==> src/hdl/lss_pkg.sv <==
// ---------------------------------------------------------------------------
// lss_pkg: shared types and constants for the LIFO stack with search
// Request codes, status codes, the queued request record and width helpers.
// ---------------------------------------------------------------------------
package lss_pkg;

  // Stack geometry
  localparam int DEPTH   = 16;
  localparam int PTR_W   = (DEPTH > 1) ? $clog2(DEPTH) : 1;
  localparam int CNT_W   = $clog2(DEPTH + 1);

  // Fixed field widths
  localparam int CMD_W   = 2;
  localparam int DATA_W  = 32;
  localparam int STAT_W  = 2;
  localparam int IDX_W   = 4;
  localparam int FILL_W  = 5;

  // Request queue between front and back
  localparam int QDEPTH  = 2;
  localparam int QPTR_W  = 1;
  localparam int QCNT_W  = 2;

  typedef enum logic [CMD_W-1:0] {
    CMD_PUSH  = 2'd0,
    CMD_POP   = 2'd1,
    CMD_CLEAR = 2'd2,
    CMD_FIND  = 2'd3
  } cmd_t;

  typedef enum logic [STAT_W-1:0] {
    ST_OK      = 2'd0,
    ST_FULL    = 2'd1,
    ST_EMPTY   = 2'd2,
    ST_MISSING = 2'd3
  } status_t;

  // One queued request
  typedef struct packed {
    cmd_t              cmd;
    logic [DATA_W-1:0] value;
  } req_t;

  // Entry pointer to the 4-bit index field (wraps for large stacks)
  function automatic logic [IDX_W-1:0] to_index(input logic [PTR_W-1:0] ptr);
    logic [IDX_W+PTR_W-1:0] wide;
    wide = {{IDX_W{1'b0}}, ptr};
    return wide[IDX_W-1:0];
  endfunction

  // Entry count to the 5-bit fill field (wraps for large stacks)
  function automatic logic [FILL_W-1:0] to_fill(input logic [CNT_W-1:0] cnt);
    logic [FILL_W+CNT_W-1:0] wide;
    wide = {{FILL_W{1'b0}}, cnt};
    return wide[FILL_W-1:0];
  endfunction

endpackage

==> src/hdl/lss_front.sv <==
// ---------------------------------------------------------------------------
// lss_front: request intake and queue
// Takes requests from the input channel, decodes the command and holds them
// in a short FIFO until the back end is ready for them.
// ---------------------------------------------------------------------------
module lss_front (
  input  logic                         clk,
  input  logic                         rst_n,
  input  logic                         in_valid,
  output logic                         in_stall,
  input  logic [lss_pkg::CMD_W-1:0]    in_cmd,
  input  logic signed [lss_pkg::DATA_W-1:0] in_value,
  output logic                         q_valid,
  output lss_pkg::req_t                q_req,
  input  logic                         q_pop
);

  lss_pkg::req_t               fifo_r [lss_pkg::QDEPTH];
  logic [lss_pkg::QPTR_W-1:0]  wr_ptr_r, wr_ptr_nxt;
  logic [lss_pkg::QPTR_W-1:0]  rd_ptr_r, rd_ptr_nxt;
  logic [lss_pkg::QCNT_W-1:0]  cnt_r, cnt_nxt;
  logic                        push;
  lss_pkg::req_t               req_in;

  // Decode the incoming request
  always_comb begin
    req_in.cmd   = lss_pkg::cmd_t'(in_cmd);
    req_in.value = in_value;
  end

  assign in_stall = (cnt_r == lss_pkg::QCNT_W'(lss_pkg::QDEPTH));
  assign push     = in_valid && !in_stall;
  assign q_valid  = (cnt_r != '0);
  assign q_req    = fifo_r[rd_ptr_r];

  // Pointer and occupancy update
  always_comb begin
    wr_ptr_nxt = wr_ptr_r;
    rd_ptr_nxt = rd_ptr_r;
    cnt_nxt    = cnt_r;
    if (push) begin
      wr_ptr_nxt = wr_ptr_r + 1'b1;
    end
    if (q_pop) begin
      rd_ptr_nxt = rd_ptr_r + 1'b1;
    end
    if (push && !q_pop) begin
      cnt_nxt = cnt_r + 1'b1;
    end else if (!push && q_pop) begin
      cnt_nxt = cnt_r - 1'b1;
    end
  end

  always_ff @(posedge clk) begin
    if (!rst_n) begin
      wr_ptr_r <= '0;
      rd_ptr_r <= '0;
      cnt_r    <= '0;
    end else begin
      wr_ptr_r <= wr_ptr_nxt;
      rd_ptr_r <= rd_ptr_nxt;
      cnt_r    <= cnt_nxt;
    end
  end

  // Queue storage
  always_ff @(posedge clk) begin
    if (push) begin
      fifo_r[wr_ptr_r] <= req_in;
    end
  end

endmodule

==> src/hdl/lss_back.sv <==
// ---------------------------------------------------------------------------
// lss_back: stack execution
// Holds the entries and the fill count, executes push, pop and clear on
// accept and scans for a find from the top entry down, one entry a cycle.
// ---------------------------------------------------------------------------
module lss_back (
  input  logic                          clk,
  input  logic                          rst_n,
  input  logic                          q_valid,
  input  lss_pkg::req_t                 q_req,
  output logic                          q_pop,
  output logic                          out_valid,
  input  logic                          out_stall,
  output logic [lss_pkg::STAT_W-1:0]    out_status,
  output logic [lss_pkg::IDX_W-1:0]     out_found_index,
  output logic [lss_pkg::FILL_W-1:0]    out_fill_level
);

  typedef enum logic {
    S_IDLE,
    S_SCAN
  } state_t;

  state_t                      state_r, state_nxt;
  logic [lss_pkg::CNT_W-1:0]   count_r, count_nxt;
  logic [lss_pkg::PTR_W-1:0]   ptr_r, ptr_nxt;
  logic [lss_pkg::DATA_W-1:0]  key_r, key_nxt;
  logic                        out_valid_r, out_valid_nxt;
  lss_pkg::status_t            status_r, status_nxt;
  logic [lss_pkg::IDX_W-1:0]   index_r, index_nxt;
  logic [lss_pkg::FILL_W-1:0]  fill_r, fill_nxt;

  logic [lss_pkg::DATA_W-1:0]  mem [lss_pkg::DEPTH];
  logic [lss_pkg::DATA_W-1:0]  rd_data_r;
  logic                        slot_free;
  logic                        is_full;
  logic                        is_empty;
  logic                        hit;
  logic                        last;
  logic                        wr_en;

  assign slot_free = !out_valid_r || !out_stall;
  assign is_full   = (count_r == lss_pkg::CNT_W'(lss_pkg::DEPTH));
  assign is_empty  = (count_r == '0);
  assign hit       = (rd_data_r == key_r);
  assign last      = (ptr_r == '0);
  assign q_pop     = (state_r == S_IDLE) && q_valid && slot_free;
  assign wr_en     = q_pop && (q_req.cmd == lss_pkg::CMD_PUSH) && !is_full;

  // Request execution and scan control
  always_comb begin
    state_nxt     = state_r;
    count_nxt     = count_r;
    ptr_nxt       = ptr_r;
    key_nxt       = key_r;
    out_valid_nxt = out_valid_r && out_stall;
    status_nxt    = status_r;
    index_nxt     = index_r;
    fill_nxt      = fill_r;
    case (state_r)
      S_IDLE: begin
        if (q_pop) begin
          out_valid_nxt = 1'b1;
          status_nxt    = lss_pkg::ST_OK;
          index_nxt     = '0;
          case (q_req.cmd)
            lss_pkg::CMD_PUSH: begin
              if (is_full) begin
                status_nxt = lss_pkg::ST_FULL;
              end else begin
                count_nxt = count_r + 1'b1;
              end
            end
            lss_pkg::CMD_POP: begin
              if (is_empty) begin
                status_nxt = lss_pkg::ST_EMPTY;
              end else begin
                count_nxt = count_r - 1'b1;
              end
            end
            lss_pkg::CMD_CLEAR: begin
              count_nxt = '0;
            end
            lss_pkg::CMD_FIND: begin
              if (is_empty) begin
                status_nxt = lss_pkg::ST_EMPTY;
              end else begin
                // result comes at the end of the scan
                out_valid_nxt = 1'b0;
                key_nxt       = q_req.value;
                ptr_nxt       = lss_pkg::PTR_W'(count_r - 1'b1);
                state_nxt     = S_SCAN;
              end
            end
            default: begin
              status_nxt = lss_pkg::ST_OK;
            end
          endcase
          fill_nxt = lss_pkg::to_fill(count_nxt);
        end
      end
      S_SCAN: begin
        if (hit || last) begin
          // finish only once the output slot can take the result
          if (slot_free) begin
            out_valid_nxt = 1'b1;
            status_nxt    = hit ? lss_pkg::ST_OK : lss_pkg::ST_MISSING;
            index_nxt     = hit ? lss_pkg::to_index(ptr_r) : '0;
            fill_nxt      = lss_pkg::to_fill(count_r);
            state_nxt     = S_IDLE;
          end
        end else begin
          ptr_nxt = ptr_r - 1'b1;
        end
      end
      default: begin
        state_nxt = S_IDLE;
      end
    endcase
  end

  always_ff @(posedge clk) begin
    if (!rst_n) begin
      state_r     <= S_IDLE;
      count_r     <= '0;
      out_valid_r <= 1'b0;
    end else begin
      state_r     <= state_nxt;
      count_r     <= count_nxt;
      out_valid_r <= out_valid_nxt;
    end
    ptr_r    <= ptr_nxt;
    key_r    <= key_nxt;
    status_r <= status_nxt;
    index_r  <= index_nxt;
    fill_r   <= fill_nxt;
  end

  // Entry storage, written on an accepted push; read data follows the scan
  // pointer so it lines up with ptr_r in the next cycle
  always_ff @(posedge clk) begin
    if (wr_en) begin
      mem[count_r[lss_pkg::PTR_W-1:0]] <= q_req.value;
    end
    rd_data_r <= mem[ptr_nxt];
  end

  assign out_valid       = out_valid_r;
  assign out_status      = status_r;
  assign out_found_index = index_r;
  assign out_fill_level  = fill_r;

endmodule

==> src/hdl/lifo_stack_with_search.sv <==
// Push, pop and clear: executed on accept in the execution unit, one request a cycle sustained while out_stall is low.
// Find: scans entries from the top down, up to the fill level (16 at most).
// Result is offered in the cycle after accept for push/pop/clear, and at the end of the scan for find.
// A two-entry request queue lets intake continue while a find scans.
// Reset (synchronous, rst_n low) empties the stack and the queue; entries are not cleared.
// ---------------------------------------------------------------------------
// lifo_stack_with_search: bounded LIFO stack with top-down search
// Front end queues requests; back end holds the stack and answers each
// request with status, found index and fill level.
// ---------------------------------------------------------------------------
module lifo_stack_with_search (
  input  logic                              clk,
  input  logic                              rst_n,
  input  logic                              in_valid,
  output logic                              in_stall,
  input  logic [lss_pkg::CMD_W-1:0]         in_cmd,
  input  logic signed [lss_pkg::DATA_W-1:0] in_value,
  output logic                              out_valid,
  input  logic                              out_stall,
  output logic [lss_pkg::STAT_W-1:0]        out_status,
  output logic [lss_pkg::IDX_W-1:0]         out_found_index,
  output logic [lss_pkg::FILL_W-1:0]        out_fill_level
);

  logic          q_valid;
  logic          q_pop;
  lss_pkg::req_t q_req;

  // Request intake
  lss_front u_front (
    .clk      (clk),
    .rst_n    (rst_n),
    .in_valid (in_valid),
    .in_stall (in_stall),
    .in_cmd   (in_cmd),
    .in_value (in_value),
    .q_valid  (q_valid),
    .q_req    (q_req),
    .q_pop    (q_pop)
  );

  // Stack execution
  lss_back u_back (
    .clk             (clk),
    .rst_n           (rst_n),
    .q_valid         (q_valid),
    .q_req           (q_req),
    .q_pop           (q_pop),
    .out_valid       (out_valid),
    .out_stall       (out_stall),
    .out_status      (out_status),
    .out_found_index (out_found_index),
    .out_fill_level  (out_fill_level)
  );

endmodule
==> config.mk <==
export PLATFORM = sky130hd
export DESIGN_NAME = lifo_stack_with_search
export DESIGN_NICKNAME = d
export VERILOG_FILES = /design/src/hdl/lss_pkg.sv /design/src/hdl/lss_front.sv /design/src/hdl/lss_back.sv /design/src/hdl/lifo_stack_with_search.sv
export SDC_FILE = /design/constraint.sdc
export NUM_CORES = 1
export LEC_CHECK = 0
export BUFFER_PORTS_ARGS = -buffer_cell sky130_fd_sc_hd__buf_4
export CAP_MARGIN = 20
export CORE_MARGIN = 3
export CORE_UTILIZATION = 40
export DETAILED_ROUTE_END_ITERATION = 10
export SETUP_SLACK_MARGIN = 0.1
export SLEW_MARGIN = 20
export SYNTH_ARGS = -nofsm -noshare
export SYNTH_HDL_FRONTEND = slang
export SYNTH_SLANG_ARGS = --single-unit
export TNS_END_PERCENT = 10
==> constraint.sdc <==
create_clock -name clk -period 4.1 [get_ports clk]
set_input_delay 0.205 -clock clk [delete_from_list [all_inputs] [get_ports clk]]
set_output_delay 0.205 -clock clk [all_outputs]
set_load 0.03 [all_outputs]
==> flow_summary.json <==
{
  "status": "complete, no violations",
  "hold_viol": 0,
  "synth-seq-area-share": 0.725,
  "synthXorXnorAreaFrac": 0.0119,
  "viasPerCell": 5.67,
  "syn_to_final_growth_pct": 16.3,
  "yosys_warnings": 0,
  "placed_area_sq_um": 28900,
  "drv_cap": 0,
  "skew_ns": 0.0348,
  "gp_congestion": 0.804,
  "synthTopCellsByCount": "edfxtp_1 (623), nand2_1 (242), mux2i_1 (128)",
  "slew_violations": 0,
  "synth_ff_type": "edfxtp_1",
  "syn_area_sq_um": 27100,
  "critPathCaptureType": "flip-flop",
  "syn_inst": 1829,
  "route.detailed.drc": 0,
  "cts-root-buf": "clkbuf_16",
  "async_reset_ff_frac": 0,
  "die_w_um": 266,
  "port-buffer-count": 50,
  "rsz0062_at_grt": "false",
  "clock.fmax_mhz": 267,
  "yosys.area_share.simple": 0.106,
  "synth-edff-count": 623,
  "critPathKind": "flip-flop to flip-flop",
  "wl_mm": 68.8,
  "via_count": 16223,
  "track_usage": 0.195,
  "core_area_sq_um": 66500,
  "required_ns": 4.59,
  "nNetsFinal": 1986,
  "synth_top_family_by_area": "simple AND/OR/NAND/NOR gates",
  "fin_area_sq_um": 31500,
  "irDropWorstVdd_mv": 0.545,
  "nFillCells": 5623,
  "clock_latency_ns": 0.61,
  "min_period_ns": 3.74,
  "seqCellArea_sq_um": 19700,
  "power_frac_seq": 0.385,
  "cp.arrival_ns": 4.23,
  "wire_per_inst_um": 24.0,
  "drt_iter0_drc": 1897,
  "whs_path_depth": 4,
  "power.density_nw_per_um2": 726,
  "worstRegToRegCells": 12,
  "synth_mux_area_frac": 0.0626,
  "clock-sinks": 671,
  "rows": 94,
  "synth-compound-area-share": 0.0666,
  "final_layout_size_suffix_gt1_frac": 0.171,
  "critPathMaxFanout": 51,
  "cts.path.max_buffers": 3,
  "grt_antenna_before_repair": 2,
  "postRouteAntennaNets": 0,
  "stdcell_count": 2862,
  "synth_cell_type_count": 65,
  "internal-power_uw": 14900,
  "min_period_over_period": 0.912,
  "post-place-ws_ns": 0.367,
  "yosys_register_bits": 671,
  "min_from": "out_stall",
  "diodes": 0,
  "p_sw_frac": 0.348,
  "r2r-start": "u_back.count_r[0]",
  "yosysTopAreaCellShare": 0.690,
  "grt_pass1_wl_mm": 103,
  "synth_adder_area_share": 0.00323,
  "grt_start_max_net_pins": 70,
  "synth_area_leaders": "edfxtp_1 (69%), mux2i_1 (4.7%), dfxtp_1 (3.5%)",
  "crit_path_start": "u_back.count_r[0]",
  "maxSlewHeadroom": 0.473,
  "dieArea_sq_um": 71000,
  "cts_buffers": 70,
  "leakage_uw": 0.0111,
  "io_pins": 51,
  "critPathLaunchType": "flip-flop",
  "die_h_um": 266,
  "placed_cells": 2697,
  "p_clk_frac": 0.276,
  "syn_area_per_cell_sq_um": 14.8,
  "first_pass_iters": 5,
  "switching_power_uw": 7980,
  "final-setup-viol-count": 0,
  "dp_hpwl_mm": 39.7,
  "start_util": 0.408,
  "clk_pin_slew_worst_paths_ns": 0.06,
  "synthesis.nets": 1874,
  "layout_setup_ws_ns": 0.359,
  "hp-class": "input port to flip-flop",
  "power.share.combinational": 0.339,
  "cts_tree": "done",
  "grt_overflow": 0,
  "yosysMostFrequentCell": "edfxtp_1",
  "h-tree-depth": 3,
  "reg2reg_setup_slack_ns": 0.36,
  "multi_input_area_sq_um": 6950,
  "tightest_slew_ns": 0.788,
  "synth_top_cell_by_area": "edfxtp_1",
  "grt_pass1_vias": 16288
}
[critical path, stage by stage, from the launching register on]
cell     delay [ns]
dfxtp_1        0.56
inv_1          0.26
ha_1           0.32
nor4b_4        0.17
nor3_4         0.41
mux2i_1        0.24
o21ai_1        0.16
or2_2          0.39
buf_12         0.24
nor3_4         0.21
buf_4          0.33
nor3b_1        0.23
nor4_1         0.08
[per-stage QoR]
stage                     total power (uW)  hold slack (ns)  setup TNS, ns   util
after floorplan                      14000            0.304         -28.42      -
after global placement               16500            0.391              0  0.435
after detailed placement             16700            0.393              0  0.435
after CTS                            23000           0.0245              0  0.474
after global routing                 24000           0.0753              0  0.474
final                                22900           0.0692              0  0.474
[area by class of cell]
class	instances	share of cell area
repair buffers	163	0.0463
clock buffers	90	0.0612
clock inverters	39	0.0116
multi-input cells	1019	0.221
well taps	864	0.0343
flip-flops and latches	671	0.624
inverters	16	0.00214
[layout by cell type (no fill, tap or decap), drive strengths merged, types with 6 or more instances in the layout]
| cell type | instances |
|---|---|
| a21oi | 100 |
| a22o | 30 |
| and2 | 11 |
| buf | 128 |
| bufinv | 6 |
| clkbuf | 90 |
| clkinv | 30 |
| dfxtp | 48 |
| dlygate4sd3 | 35 |
| edfxtp | 623 |
| ha | 7 |
| inv | 16 |
| mux2 | 37 |
| mux2i | 128 |
| nand2 | 242 |
| nand3 | 45 |
| nand4 | 106 |
| nor2 | 66 |
| nor3 | 14 |
| nor4b | 31 |
| o2111ai | 30 |
| o21ai | 49 |
| o31ai | 33 |
| xnor2 | 35 |
[kinds of logic after synthesis]
group / after synthesis
flip-flops: 671
AND/OR/NAND/NOR: 536
AO/OA/AOI/OAI: 274
multiplexers: 165
buffers and inverters: 139
XOR/XNOR: 37
adder cells (fa/ha/maj): 7
[routing by layer]
layer	GRT usage	vias to the layer above	part of all wire
met2	0.318	655	0.48
li1	-	7276	-
met4	0.0584	4	0.024
met5	0	-	0.00033
met3	0.0378	136	0.072
met1	0.265	8152	0.43
[repair_timing]
item	4_1_cts	5_1_grt
hold buffers	35	0
endpoints found under the hold margin	80	0
resized for setup	0	0
setup buffers	0	1
endpoints found under the setup margin	0	17
[state kept, by name, summed over array words and instances, names as in the netlist, 4 cells and up, named ones only]
signal,flops
u_back.key_r,32
u_back.out_fill_level,5
u_front.fifo_r,68
u_back.rd_data_r,32
u_back.count_r,5
u_back.out_found_index,4
u_back.mem,512
u_back.ptr_r,4
[power groups by stage]
stage | clock (uW) | sequential [uW] | combinational [uW]
global placement | 0 | 8950 | 7560
finish | 6310 | 8820 | 7770
detailed placement | 0 | 8960 | 7700
floorplan | 0 | 9000 | 5030
CTS | 6440 | 8820 | 7760
global route | 6720 | 8870 | 8380
[worst paths after layout]
kind	end
max	u_back.rd_data_r[29]
min	u_back.out_valid
max reg2reg	u_back.rd_data_r[29]
min reg2reg	u_front.cnt_r[1]
Note: power is estimated with default switching activity, not from simulation.
